==> config.mk <==
export PLATFORM = sky130hd
export DESIGN_NAME = sorted_window_median_angle
export DESIGN_NICKNAME = d
export VERILOG_FILES = /design/src/rtl/swma_pkg.sv /design/src/rtl/swma_ram.sv /design/src/rtl/swma_dp.sv /design/src/rtl/swma_ctrl.sv /design/src/rtl/sorted_window_median_angle.sv
export SDC_FILE = /design/constraint.sdc
export NUM_CORES = 1
export LEC_CHECK = 0
export ABC_AREA = 1
export BUFFER_PORTS_ARGS = -buffer_cell sky130_fd_sc_hd__buf_4
export CAP_MARGIN = 30
export CORE_MARGIN = 5
export CORE_UTILIZATION = 25
export DETAILED_ROUTE_END_ITERATION = 10
export HOLD_SLACK_MARGIN = 0.02
export SETUP_SLACK_MARGIN = 0.1
export SLEW_MARGIN = 20
export SYNTH_ARGS = -nofsm -noshare
export SYNTH_HDL_FRONTEND = slang
export SYNTH_SLANG_ARGS = --single-unit
export TNS_END_PERCENT = 20
==> constraint.sdc <==
create_clock -name i_clk -period 9.1 [get_ports i_clk]
set_input_delay 0.91 -clock i_clk [delete_from_list [all_inputs] [get_ports i_clk]]
set_output_delay 0.91 -clock i_clk [all_outputs]
set_load 0.1 [all_outputs]
==> src/rtl/swma_pkg.sv <==
// ----------------------------------------------------------------------------
// swma_pkg
// Shared types and constants of the sorted-window median block.
// ----------------------------------------------------------------------------
`default_nettype none

package swma_pkg;

    localparam int ANGLE_W         = 9;
    localparam int LIMIT_W         = 8;
    localparam int WINDOW_SIZE_DEF = 50;
    localparam logic [LIMIT_W-1:0] MISS_LIMIT_RST = 8'd5;

    typedef enum logic [2:0] {
        S_IDLE,
        S_WALK,
        S_PLACE,
        S_MED_LO,
        S_MED_HI,
        S_OUT
    } t_state;

    typedef struct packed {
        logic accept;
        logic rd_top;
        logic rd_lo;
        logic rd_hi;
        logic lo_latch;
        logic wr_shift;
        logic wr_angle_ptr;
        logic wr_angle_zero;
        logic median;
        logic out_load;
    } t_cmd;

    typedef struct packed {
        logic full;
        logic empty;
        logic less;
        logic ptr_zero;
        logic out_free;
    } t_status;

endpackage

`default_nettype wire

==> src/rtl/swma_ram.sv <==
// ----------------------------------------------------------------------------
// swma_ram
// Simple dual-port RAM, one write and one registered read port.
// ----------------------------------------------------------------------------
`default_nettype none

module swma_ram #(
    parameter  int WIDTH = 9,
    parameter  int DEPTH = 50,
    localparam int AW    = (DEPTH > 1) ? $clog2(DEPTH) : 1
) (
    input  wire logic             i_clk,
    input  wire logic             i_we,
    input  wire logic [AW-1:0]    i_waddr,
    input  wire logic [WIDTH-1:0] i_wdata,
    input  wire logic             i_re,
    input  wire logic [AW-1:0]    i_raddr,
    output logic      [WIDTH-1:0] o_rdata
);

    logic [WIDTH-1:0] r_mem [DEPTH];
    logic [WIDTH-1:0] r_rdata;

    always_ff @(posedge i_clk) begin
        if (i_we) begin
            r_mem[i_waddr] <= i_wdata;
        end
        if (i_re) begin
            r_rdata <= r_mem[i_raddr];
        end
    end

    assign o_rdata = r_rdata;

endmodule

`default_nettype wire

==> src/rtl/swma_dp.sv <==
// ----------------------------------------------------------------------------
// swma_dp
// Datapath: sorted table RAM, fill and miss counters, median arithmetic,
// flags and the output register.
// ----------------------------------------------------------------------------
`default_nettype none

module swma_dp #(
    parameter  int WINDOW_SIZE = swma_pkg::WINDOW_SIZE_DEF,
    localparam int AW = (WINDOW_SIZE > 1) ? $clog2(WINDOW_SIZE) : 1,
    localparam int CW = $clog2(WINDOW_SIZE + 1)
) (
    input  wire logic                                 i_clk,
    input  wire logic                                 i_rst_n,
    input  wire swma_pkg::t_cmd                       i_cmd,
    output swma_pkg::t_status                         o_status,
    input  wire logic                                 i_meas_valid,
    input  wire logic signed [swma_pkg::ANGLE_W-1:0]  i_meas_angle,
    input  wire logic                                 i_read_ack,
    input  wire logic                                 i_cfg_valid,
    input  wire logic        [swma_pkg::LIMIT_W-1:0]  i_cfg_data,
    input  wire logic                                 i_out_ready,
    output logic                                      o_out_valid,
    output logic             [swma_pkg::ANGLE_W-1:0]  o_median_angle,
    output logic                                      o_median_valid,
    output logic                                      o_median_fresh
);
    import swma_pkg::*;

    localparam logic [AW-1:0] LO_ADDR = AW'(WINDOW_SIZE / 2 - 1);
    localparam logic [AW-1:0] HI_ADDR = AW'(WINDOW_SIZE / 2);

    logic        [CW-1:0]      r_fill;
    logic        [LIMIT_W-1:0] r_miss;
    logic        [LIMIT_W-1:0] r_limit;
    logic signed [ANGLE_W-1:0] r_median;
    logic                      r_valid;
    logic                      r_fresh;
    logic signed [ANGLE_W-1:0] r_angle;
    logic        [AW-1:0]      r_ptr;
    logic signed [ANGLE_W-1:0] r_lo;
    logic                      r_ovalid;
    logic        [ANGLE_W-1:0] r_oangle;
    logic                      r_ovld;
    logic                      r_ofresh;

    logic                      ram_we;
    logic        [AW-1:0]      ram_waddr;
    logic signed [ANGLE_W-1:0] ram_wdata;
    logic                      ram_re;
    logic        [AW-1:0]      ram_raddr;
    logic signed [ANGLE_W-1:0] ram_rdata;
    logic        [CW-1:0]      fill_m1;
    logic signed [ANGLE_W:0]   sum;
    logic signed [ANGLE_W:0]   sum_adj;
    logic                      ptr_zero;

    swma_ram #(
        .WIDTH (ANGLE_W),
        .DEPTH (WINDOW_SIZE)
    ) u_ram (
        .i_clk   (i_clk),
        .i_we    (ram_we),
        .i_waddr (ram_waddr),
        .i_wdata (ram_wdata),
        .i_re    (ram_re),
        .i_raddr (ram_raddr),
        .o_rdata (ram_rdata)
    );

    always_comb begin
        fill_m1   = r_fill - CW'(1);
        ptr_zero  = (r_ptr == '0);
        ram_we    = i_cmd.wr_shift | i_cmd.wr_angle_ptr | i_cmd.wr_angle_zero;
        ram_waddr = i_cmd.wr_angle_zero ? '0 : r_ptr + AW'(1);
        ram_wdata = i_cmd.wr_shift ? ram_rdata : r_angle;
        ram_re    = i_cmd.rd_top | i_cmd.rd_lo | i_cmd.rd_hi | (i_cmd.wr_shift & ~ptr_zero);
        if (i_cmd.rd_top) begin
            ram_raddr = fill_m1[AW-1:0];
        end else if (i_cmd.rd_lo) begin
            ram_raddr = LO_ADDR;
        end else if (i_cmd.rd_hi) begin
            ram_raddr = HI_ADDR;
        end else begin
            ram_raddr = r_ptr - AW'(1);
        end
        // mean of the two middle entries, truncated toward zero
        sum     = {r_lo[ANGLE_W-1], r_lo} + {ram_rdata[ANGLE_W-1], ram_rdata};
        sum_adj = sum + {{ANGLE_W{1'b0}}, sum[ANGLE_W]};

        o_status.full     = (r_fill >= CW'(WINDOW_SIZE));
        o_status.empty    = (r_fill == '0);
        o_status.less     = (r_angle < ram_rdata);
        o_status.ptr_zero = ptr_zero;
        o_status.out_free = ~r_ovalid | i_out_ready;
    end

    always_ff @(posedge i_clk) begin
        if (!i_rst_n) begin
            r_fill   <= '0;
            r_miss   <= '0;
            r_limit  <= MISS_LIMIT_RST;
            r_median <= '0;
            r_valid  <= 1'b0;
            r_fresh  <= 1'b0;
            r_ovalid <= 1'b0;
        end else begin
            if (i_cfg_valid) begin
                r_limit <= i_cfg_data;
            end
            if (i_cmd.accept) begin
                if (i_read_ack) begin
                    r_fresh <= 1'b0;
                end
                if (i_meas_valid) begin
                    r_miss <= '0;
                end else if (r_miss >= r_limit) begin
                    r_miss  <= '0;
                    r_fill  <= '0;
                    r_valid <= 1'b0;
                    r_fresh <= 1'b0;
                end else begin
                    r_miss <= r_miss + LIMIT_W'(1);
                end
            end
            if (i_cmd.wr_angle_ptr | i_cmd.wr_angle_zero) begin
                r_fill <= r_fill + CW'(1);
            end
            if (i_cmd.median) begin
                r_median <= sum_adj[ANGLE_W:1];
                r_valid  <= 1'b1;
                r_fresh  <= 1'b1;
                r_fill   <= '0;
            end
            if (i_cmd.out_load) begin
                r_ovalid <= 1'b1;
            end else if (i_out_ready) begin
                r_ovalid <= 1'b0;
            end
        end
    end

    always_ff @(posedge i_clk) begin
        if (i_cmd.accept) begin
            r_angle <= i_meas_angle;
        end
        if (i_cmd.rd_top) begin
            r_ptr <= fill_m1[AW-1:0];
        end else if (i_cmd.wr_shift) begin
            r_ptr <= r_ptr - AW'(1);
        end
        if (i_cmd.lo_latch) begin
            r_lo <= ram_rdata;
        end
        if (i_cmd.out_load) begin
            r_oangle <= r_median;
            r_ovld   <= r_valid;
            r_ofresh <= r_fresh;
        end
    end

    assign o_out_valid    = r_ovalid;
    assign o_median_angle = r_oangle;
    assign o_median_valid = r_ovld;
    assign o_median_fresh = r_ofresh;

endmodule

`default_nettype wire

==> src/rtl/swma_ctrl.sv <==
// ----------------------------------------------------------------------------
// swma_ctrl
// Controller: sequences the insertion walk, the median read and the
// hand-over to the output register.
// ----------------------------------------------------------------------------
`default_nettype none

module swma_ctrl (
    input  wire logic              i_clk,
    input  wire logic              i_rst_n,
    input  wire logic              i_in_valid,
    input  wire logic              i_meas_valid,
    output logic                   o_in_ready,
    input  wire swma_pkg::t_status i_status,
    output swma_pkg::t_cmd         o_cmd
);
    import swma_pkg::*;

    t_state r_state;
    t_state n_state;

    always_ff @(posedge i_clk) begin
        if (!i_rst_n) begin
            r_state <= S_IDLE;
        end else begin
            r_state <= n_state;
        end
    end

    always_comb begin
        n_state    = r_state;
        o_cmd      = '0;
        o_in_ready = (r_state == S_IDLE);
        case (r_state)
            S_IDLE: begin
                if (i_in_valid) begin
                    o_cmd.accept = 1'b1;
                    if (!i_meas_valid) begin
                        n_state = S_OUT;
                    end else if (i_status.full) begin
                        o_cmd.rd_lo = 1'b1;
                        n_state     = S_MED_LO;
                    end else if (i_status.empty) begin
                        n_state = S_PLACE;
                    end else begin
                        o_cmd.rd_top = 1'b1;
                        n_state      = S_WALK;
                    end
                end
            end
            S_WALK: begin
                if (i_status.less) begin
                    o_cmd.wr_shift = 1'b1;
                    if (i_status.ptr_zero) begin
                        n_state = S_PLACE;
                    end
                end else begin
                    o_cmd.wr_angle_ptr = 1'b1;
                    n_state            = S_OUT;
                end
            end
            S_PLACE: begin
                o_cmd.wr_angle_zero = 1'b1;
                n_state             = S_OUT;
            end
            S_MED_LO: begin
                o_cmd.lo_latch = 1'b1;
                o_cmd.rd_hi    = 1'b1;
                n_state        = S_MED_HI;
            end
            S_MED_HI: begin
                o_cmd.median = 1'b1;
                n_state      = S_OUT;
            end
            S_OUT: begin
                if (i_status.out_free) begin
                    o_cmd.out_load = 1'b1;
                    n_state        = S_IDLE;
                end
            end
            default: begin
                n_state = S_IDLE;
            end
        endcase
    end

endmodule

`default_nettype wire

==> src/rtl/sorted_window_median_angle.sv <==
// ----------------------------------------------------------------------------
// sorted_window_median_angle
// Median of a window of direction measurements, kept sorted by insertion.
// ----------------------------------------------------------------------------
// One beat in gives one beat out. An invalid measurement goes straight to
// the output register, a measurement into a full table reads the two middle
// entries for the median, and in an insertion the new angle walks the sorted
// table from the top down, one entry per cycle, bound by the single read and
// single write port of the table RAM. The next beat is taken while the
// previous result still waits in the output register.
`default_nettype none

module sorted_window_median_angle #(
    parameter int WINDOW_SIZE = swma_pkg::WINDOW_SIZE_DEF
) (
    input  wire logic                           i_clk,
    input  wire logic                           i_rst_n,
    input  wire logic                           i_s_axis_tvalid,
    output logic                                o_s_axis_tready,
    input  wire logic [15:0]                    i_s_axis_tdata,  // meas_angle, read_ack
    input  wire logic                           i_s_axis_tuser,  // meas_valid
    output logic                                o_m_axis_tvalid,
    input  wire logic                           i_m_axis_tready,
    output logic      [15:0]                    o_m_axis_tdata,  // median_angle
    output logic      [1:0]                     o_m_axis_tuser,  // median_valid, median_fresh
    input  wire logic                           i_cfg_valid,
    output logic                                o_cfg_ready,
    input  wire logic [swma_pkg::LIMIT_W-1:0]   i_cfg_data
);
    import swma_pkg::*;

    t_cmd                cmd;
    t_status             status;
    logic [ANGLE_W-1:0]  median_angle;
    logic                median_valid;
    logic                median_fresh;

    swma_ctrl u_ctrl (
        .i_clk        (i_clk),
        .i_rst_n      (i_rst_n),
        .i_in_valid   (i_s_axis_tvalid),
        .i_meas_valid (i_s_axis_tuser),
        .o_in_ready   (o_s_axis_tready),
        .i_status     (status),
        .o_cmd        (cmd)
    );

    swma_dp #(
        .WINDOW_SIZE (WINDOW_SIZE)
    ) u_dp (
        .i_clk          (i_clk),
        .i_rst_n        (i_rst_n),
        .i_cmd          (cmd),
        .o_status       (status),
        .i_meas_valid   (i_s_axis_tuser),
        .i_meas_angle   (i_s_axis_tdata[ANGLE_W-1:0]),
        .i_read_ack     (i_s_axis_tdata[ANGLE_W]),
        .i_cfg_valid    (i_cfg_valid),
        .i_cfg_data     (i_cfg_data),
        .i_out_ready    (i_m_axis_tready),
        .o_out_valid    (o_m_axis_tvalid),
        .o_median_angle (median_angle),
        .o_median_valid (median_valid),
        .o_median_fresh (median_fresh)
    );

    assign o_cfg_ready    = 1'b1;
    assign o_m_axis_tdata = {{(16 - ANGLE_W){1'b0}}, median_angle};
    assign o_m_axis_tuser = {median_fresh, median_valid};

    a_one_write: assert property (@(posedge i_clk) disable iff (!i_rst_n)
        $onehot0({cmd.wr_shift, cmd.wr_angle_ptr, cmd.wr_angle_zero}))
        else $error("more than one table write in a cycle");

    a_median_empties: assert property (@(posedge i_clk) disable iff (!i_rst_n)
        cmd.median |=> status.empty)
        else $error("table not emptied after median");

    a_insert_fills: assert property (@(posedge i_clk) disable iff (!i_rst_n)
        (cmd.wr_angle_ptr || cmd.wr_angle_zero) |=> !status.empty)
        else $error("table empty after insertion");

    a_load_free: assert property (@(posedge i_clk) disable iff (!i_rst_n)
        cmd.out_load |-> (!o_m_axis_tvalid || i_m_axis_tready))
        else $error("output register overwritten before taken");

endmodule

`default_nettype wire

### Word level (Yosys, flattened, before mapping)

Memories as Yosys holds them, arrays and structs flattened. A register that Yosys moved wholly into a read port is not among the register bits.
Cells that the tools add are included.

| word-level totals | value |
|---|---|
| register bits after elaboration | 72 |
| bits in latches | 0 |
| RAM bits | 450 |
| memory bits (read-only) | 0 |
| input port bits | 30 |
| output and inout port bits | 21 |
| logic and storage cells | 108 |
| memories kept | 1 |

Memories:

| name | words | bits a word | rd ports | clocked after Yosys merged registers in | wr ports | line | source |
|---|---|---|---|---|---|---|---|
| u_dp.u_ram.r_mem | 50 | 9 | 1 | 1 | 1 | swma_ram.sv:21 | `logic [WIDTH-1:0] r_mem [DEPTH];` |

| cells by class | value |
|---|---|
| add/sub/neg operators | 7 |
| multiply operators | 0 |
| divide/modulo/power cells | 0 |
| $lt $le $gt $ge | 3 |
| equality and inequality tests | 10 |
| shift operators | 0 |
| mux-type cells | 48 |
| bitwise operators | 11 |
| reductions and logical operators | 14 |

Operators by type and width:

| cell | count |
|---|---|
| $mux 6 | 10 |
| $mux 1 | 22 |
| $mux 3 | 7 |
| $mux 8 | 2 |
| $pmux 3 s5 | 1 |
| $add 6x1->6 const B | 2 |
| $logic_not 6->1 | 2 |
| $reduce_bool 2->1 | 6 |
| $sub 6x1->6 const B | 2 |
| $add 10x1->10 | 1 |
| $add 9x9->10 | 1 |
| $mux 2 | 5 |
| $lt 9x9->1 | 1 |
| $mux 9 | 1 |
| $reduce_and 3->1 | 3 |
| $add 8x1->8 const B | 1 |
| $ge 8x8->1 | 1 |
| $or 1x1->1 | 7 |
| $eq 3x2->1 const B | 2 |
| $eq 3x3->1 const B | 2 |
| $ge 6x6->1 const B | 1 |
| $ne 2x1->1 const B | 2 |
| $ne 2x2->1 const B | 2 |
| $reduce_or 2->1 | 2 |
| 5 further kinds | 7 |

### Depth between registers and ports, before layout

| depth | value |
|---|---|
| depth after elaboration | 9 |
| depth in mapped cells | 19 |
| depth with buffers taken out | 18 |

### By module

From an unflattened synthesis, not the netlist that was laid out.

| second synthesis, totals | value |
|---|---|
| cell total of the unflattened synthesis | 2,177 |
| area total of the unflattened synthesis | 23,203.5 um^2 |

By module, submodules not included:

| module | times used | cells each | area each (um^2) | sequential area each (um^2) |
|---|---|---|---|---|
| swma_ram | 1 | 1,585 | 18,661.6 | 13,783.2 |
| swma_dp | 1 | 522 | 4,119.0 | 1,731.7 |
| swma_ctrl | 1 | 58 | 340.3 | 60.1 |
| sorted_window_median_angle | 1 | 12 | 82.6 | 0.0 |

### Least setup slack after synthesis

OpenSTA, ideal clock, no wires.

| timing | value |
|---|---|
| path kind | flip-flop to flip-flop |
| from | register u_dp.u_ram.r_rdata[8], in the netlist u_dp.u_ram.o_rdata[8], read port of u_dp.u_ram.r_mem |
| to | memory u_dp.u_ram.r_mem[0][0] (data pin) |
| setup time | 593 ps |
| arrival time | 3,456 ps |
| data required time | 8,507 ps |
| setup slack | 5,051 ps |
| cell stages (with the launch flop) | 11 |
| path buffers | 1 |
| cell sequence | edfxtp_1 -> inv_1 -> ha_1 -> nand2_1 -> nor2_1 -> o211ai_1 -> nand3_1 -> or2_2 -> nand3_1 -> clkbuf_1 -> o21ai_0 |

| between the ends | value |
|---|---|
| cells in the longest elaborated chain, start to end | 4 |

RTL lines:

| what | line | source |
|---|---|---|
| start, declared | swma_ram.sv:22 | `logic [WIDTH-1:0] r_rdata;` |
| $lt 9x9->1 | swma_dp.sv:93 | `o_status.less = (r_angle < ram_rdata);` |
| $mux 1 | swma_ctrl.sv:52 | `if (i_status.less) begin` |
| $mux 2 | swma_ctrl.sv:34 | `case (r_state)` |
| $mux 9 | swma_dp.sv:76 | `ram_wdata = i_cmd.wr_shift ? ram_rdata : r_angle;` |
| net u_dp.ram_wdata[0] | swma_dp.sv:49 | `logic signed [ANGLE_W-1:0] ram_wdata;` |
| end, declared | swma_ram.sv:21 |  |

The timed path passes the listed nets, and every way through them passes these cells.

### Final worst setup path

| timing | value |
|---|---|
| from | register u_dp.r_ptr[0] |
| to | register u_dp.u_ram.r_rdata[1], in the netlist u_dp.u_ram.o_rdata[1], read port of u_dp.u_ram.r_mem (data pin) |

| between the ends | value |
|---|---|
| cells in the longest elaborated chain, start to end | 4 |

RTL lines:

| what | line | source |
|---|---|---|
| start, declared | swma_dp.sv:40 | `logic [AW-1:0] r_ptr;` |
| start signal, assigned | swma_dp.sv:148 | `r_ptr <= fill_m1[AW-1:0];` |
| start signal, assigned | swma_dp.sv:150 | `r_ptr <= r_ptr - AW'(1);` |
| $sub 6x1->6 / $logic_not 6->1 (equally long branches) | swma_dp.sv:85, swma_dp.sv:73 |  |
| $mux 6 / $not 1->1 (equally long branches) | swma_dp.sv:82, swma_dp.sv:77 |  |
| $mux 6 / $and 1x1->1 (equally long branches) | swma_dp.sv:80, swma_dp.sv:77 |  |
| $mux 6 / $or 1x1->1 (equally long branches) | swma_dp.sv:78, swma_dp.sv:77 |  |

Several ways; a longest one is shown, not always the timed one.
A chain may end at the register's enable or synchronous reset.

==> impl_metrics.yaml <==
drt:
  first_pass_iters: 7
  drc: 0
  wl_per_cell_um: 16.0
  detail-route-antenna-nets: 0
  dr.first_iter.drc_count: 1416
  detail_route.wirelength_mm: 58.1
  detailroute.via_count: 16100
  detail_route.vias_per_cell: 4.44
worst_setup_path:
  critical_path.reg2reg.startpoint: "u_dp.r_ptr[0]$_DFFE_PP_"
  r2r_cells: 14
  cp_endpoint_kind: "flop"
  cp_max_fo: 62
  critPathRequiredTime_ns: 9.56
  cp_data_arrival_time_ns: 5.21
  endpoint: "u_dp.u_ram.o_rdata[1]$_DFFE_PP_"
  timing.reg2reg.setup_slack_ns: 4.35
  worstReg2RegEnd: "u_dp.u_ram.o_rdata[1]$_DFFE_PP_"
  crit_path_launch_type: "flop"
  criticalPathCategory: "flop to flop"
  worst_setup_path_startpoint: "u_dp.r_ptr[0]$_DFFE_PP_"
layout:
  register_area_um2: 15600
  num-nets-final: 2375
  finish.utilization_pct: 28.7
  footprint_of_the_multi_input_gates_um2: 6920
  post_route_cells_drive_above_1_share_pct: 7.73
  layout-area-overhead-vs-synth_pct: 14.2
  antenna_cells: 0
  fillers: 9937
floorplanning:
  die_w_um: 321
  core_area_um2: 96400
  starting_density_of_the_core_pct: 25.1
  std_cell_rows: 114
  die_height_um: 321
  floorplan.die_area_um2: 103000
  io-pin-count: 51
global_routing:
  antenna_found_initial: 0
  grt-ovfl-total: 0
  first_global_vias: 15400
  first_pass_grt_wire_length_mm: 89.4
  grt_usage_pct: 10.9
  largest_net_degree_at_the_start_of_global_routing: 199
logic_synthesis:
  ys_dominant_reg_cell: "sky130_fd_sc_hd__edfxtp_1"
  netlist-cell-type-count: 46
  flip_flop_and_latch_count_after_synthesis: 531
  asyncSetResetFlopFracSynth_pct: 0
  number_of_enable_flip_flop_cells_after_synthesis: 494
  postSynthAreaPerCell_um2: 10.5
  synthCells: 2303
  synth.yosys.seq_area_share_pct: 64.4
  netlist_area_um2: 24200
  synth-warning-count: 0
clocking:
  clock_tree.buffer_depth: 3
  post-cts-setup-buffer-count: 0
  cts_buffers: 57
  clock_pin_slew_of_the_registers_on_the_worst_case_setup_and_hold_paths_ns: 0.06
  cts_resized: 0
  cts_max_level: 2
  cts_tree: "yes"
  worst_skew_pair.late_latency_ns: 0.61
  clockRootBuffer: "sky130_fd_sc_hd__clkbuf_16"
  cts.hold.buffers_added: 0
  clock_sinks: 531
sta:
  final_setup_tns_ns: 0
  max_freq_mhz: 210
  worst_slew_pin_slew_ns: 0.999
  hold_violations: 0
  share_of_the_clock_period_used_by_the_worst_path_after_layout_pct: 52.2
  slew_limit_headroom_pct: 33.2
  minimum_period_implied_by_the_final_worst_setup_slack_ns: 4.75
  fin_worst_skew_ns: 0.0214
  setup_repair_after_global_routing_missed_its_margin: "false"
  timing_max_transition_violations_final: 0
  report.final.setup_viol: 0
job:
  maxCapViolations: 0
placement:
  port-buffer-count: 36
  gp_routability_congestion: 0.823
  dp_hpwl_mm: 33.7
power:
  total_leakage_power_nw: 10.7
  power_density_nw_per_um2: 329
  ir_worst_vdd_v: 0.000202
hold_path:
  worst_hold_startpoint: "u_dp.r_median[4]$_SDFFE_PN0P_"
  worst_hold_path_type: "flop to flop"
status:
  outcome: "completed"
-- registers in the layout, indices dropped and copies added (netlist names) --
name	count
u_dp.o_out_valid	1
u_dp.o_median_angle	9
u_dp.r_miss	8
u_dp.o_median_fresh	1
u_dp.o_median_valid	1
u_ctrl.r_state	3
u_dp.u_ram.r_mem	450
u_dp.r_limit	8
u_dp.r_fresh	1
u_dp.r_ptr	6
u_dp.r_lo	9
u_dp.r_valid	1
u_dp.r_fill	6
u_dp.u_ram.o_rdata	9
u_dp.r_angle	9
u_dp.r_median	9
-- Yosys cell counts (2+ instances only) --
library cell	instances	area [µm²]
sky130_fd_sc_hd__a21oi_1	47	235
sky130_fd_sc_hd__a22o_1	2	17.5
sky130_fd_sc_hd__a31oi_1	5	31.3
sky130_fd_sc_hd__buf_1	5	18.8
sky130_fd_sc_hd__buf_2	59	295
sky130_fd_sc_hd__buf_4	14	105
sky130_fd_sc_hd__buf_6	2	22.5
sky130_fd_sc_hd__clkbuf_1	42	158
sky130_fd_sc_hd__clkinv_1	2	7.51
sky130_fd_sc_hd__conb_1	2	7.51
sky130_fd_sc_hd__dfxtp_1	37	741
sky130_fd_sc_hd__edfxtp_1	494	14800
sky130_fd_sc_hd__ha_1	34	425
sky130_fd_sc_hd__inv_1	323	1210
sky130_fd_sc_hd__inv_2	7	26.3
sky130_fd_sc_hd__nand2_1	434	1630
sky130_fd_sc_hd__nand2_2	4	25.0
sky130_fd_sc_hd__nand2_4	4	45.0
sky130_fd_sc_hd__nand3_1	442	2210
sky130_fd_sc_hd__nand3b_1	104	781
sky130_fd_sc_hd__nand4_1	10	62.6
sky130_fd_sc_hd__nor2_1	100	375
sky130_fd_sc_hd__nor2_2	2	12.5
sky130_fd_sc_hd__nor2_4	4	45.0
sky130_fd_sc_hd__nor3_1	9	45.0
sky130_fd_sc_hd__o211ai_1	30	225
sky130_fd_sc_hd__o21a_1	5	37.5
sky130_fd_sc_hd__o21ai_0	32	160
sky130_fd_sc_hd__o21ai_1	8	40.0
sky130_fd_sc_hd__o21ai_2	2	17.5
sky130_fd_sc_hd__o21bai_1	2	15.0
sky130_fd_sc_hd__o31ai_1	2	15.0
sky130_fd_sc_hd__or2_2	4	25.0
sky130_fd_sc_hd__xnor2_1	6	52.6
sky130_fd_sc_hd__xor2_1	13	114
-- worst min-delay path by stage --
stage,end,depth (start not counted)
after floorplan,u_dp.o_median_angle[1]$_DFFE_PP_,0
after global routing,u_dp.o_median_angle[4]$_DFFE_PP_,0
after detailed placement,u_dp.o_median_angle[4]$_DFFE_PP_,0
after CTS,u_dp.o_median_angle[4]$_DFFE_PP_,0
final,u_dp.o_median_angle[4]$_DFFE_PP_,0
after global placement,u_dp.o_median_angle[5]$_DFFE_PP_,0
-- per-stage QoR --
stage / std cells / cell area (µm²) / hold WS (ns) / power [mW] / setup slack, ns
2_1_floorplan: 2309 / 24200 / 0.409 / 5.71 / 5.05
3_3_place_gp: 3520 / 25800 / 0.416 / 6.88 / 4.34
4_1_cts: 3629 / 27600 / 0.426 / 9.14 / 4.35
6_report: 3631 / 27600 / 0.432 / 9.09 / 4.35
5_1_grt: 3631 / 27600 / 0.441 / 9.62 / 4.02
3_5_place_dp: 3525 / 25800 / 0.413 / 6.92 / 4.32
-- layout by cell type, fill, tap and decap left out, types with 2 or more instances in the layout --
master,n
sky130_fd_sc_hd__ha_1,34
sky130_fd_sc_hd__o21a_1,5
sky130_fd_sc_hd__buf_4,62
sky130_fd_sc_hd__clkbuf_8,4
sky130_fd_sc_hd__bufinv_16,3
sky130_fd_sc_hd__clkinv_1,16
sky130_fd_sc_hd__conb_1,8
sky130_fd_sc_hd__nand3b_1,104
sky130_fd_sc_hd__nor2_1,100
sky130_fd_sc_hd__a31oi_1,5
sky130_fd_sc_hd__nand2_4,5
sky130_fd_sc_hd__clkinv_2,8
sky130_fd_sc_hd__nor3_1,9
sky130_fd_sc_hd__nor2_4,4
sky130_fd_sc_hd__dfxtp_1,37
sky130_fd_sc_hd__inv_2,7
sky130_fd_sc_hd__o21ai_4,9
sky130_fd_sc_hd__o21ai_1,8
sky130_fd_sc_hd__nor2_2,2
sky130_fd_sc_hd__edfxtp_1,494
sky130_fd_sc_hd__inv_1,323
sky130_fd_sc_hd__a22o_1,2
sky130_fd_sc_hd__or2_2,4
sky130_fd_sc_hd__o21ai_2,2
sky130_fd_sc_hd__o211ai_1,30
sky130_fd_sc_hd__o21bai_1,2
sky130_fd_sc_hd__o31ai_1,2
sky130_fd_sc_hd__nand3_1,442
sky130_fd_sc_hd__o21ai_0,23
sky130_fd_sc_hd__xnor2_1,6
sky130_fd_sc_hd__nand2_2,2
sky130_fd_sc_hd__xor2_1,13
sky130_fd_sc_hd__nand4_1,10
sky130_fd_sc_hd__clkbuf_16,59
sky130_fd_sc_hd__nand2_1,434
sky130_fd_sc_hd__clkbuf_1,13
sky130_fd_sc_hd__a21oi_1,47
-- cells by family after synthesis --
family / Yosys count / synth area share, %
DFF: 531 / 64.4
AOI/OAI and AO/OA: 138 / 3.38
other: 2 / 0.0310
xor gates and xnor gates: 19 / 0.688
and+or+nand+nor: 1124 / 22.1
adders and majority gates: 35 / 1.84
buffers and inverters: 454 / 7.63
-- worst max-delay path, stage by stage (launching register included) --
cell,delay (ns)
sky130_fd_sc_hd__edfxtp_1,0.51
sky130_fd_sc_hd__clkinv_1,0.33
sky130_fd_sc_hd__ha_1,0.44
sky130_fd_sc_hd__nor2_1,0.15
sky130_fd_sc_hd__o21ai_0,0.10
sky130_fd_sc_hd__nand2_1,0.10
sky130_fd_sc_hd__nand2_4,0.33
sky130_fd_sc_hd__inv_2,0.83
sky130_fd_sc_hd__buf_4,0.79
sky130_fd_sc_hd__nand3_1,0.17
sky130_fd_sc_hd__nand3_1,0.15
sky130_fd_sc_hd__nand3_1,0.18
sky130_fd_sc_hd__nand3_1,0.13
sky130_fd_sc_hd__nand3_1,0.18
sky130_fd_sc_hd__nand2_1,0.16
-- layer usage --
metal / share of wire [%] / GRT usage (%) / wire (µm)
met3: 5.4 / 1.40 / 3110
met2: 47 / 18.3 / 27500
met1: 44 / 14.5 / 25500
met5: 0 / 0 / 0
met4: 3.5 / 4.34 / 2010
-- report_power, final --
part | internal, mW | switching [mW] | leakage, nW | total [mW]
Clock | 1.29 | 0.925 | 0.876 | 2.22
Sequential | 3.21 | 0.0764 | 4.76 | 3.29
Combinational | 0.899 | 2.69 | 5.05 | 3.58
Total | 5.41 | 3.69 | 10.7 | 9.09
-- cell type report --
class	count	share of cell area, %
flip-flops and latches	531	56.3
multi-input cells	1324	25.0
well taps	1276	5.78
clock buffers	76	5.72
inverters	332	4.51
repair buffers	64	1.86
clock inverters	28	0.751
Power figures use the tool's default switching activity.
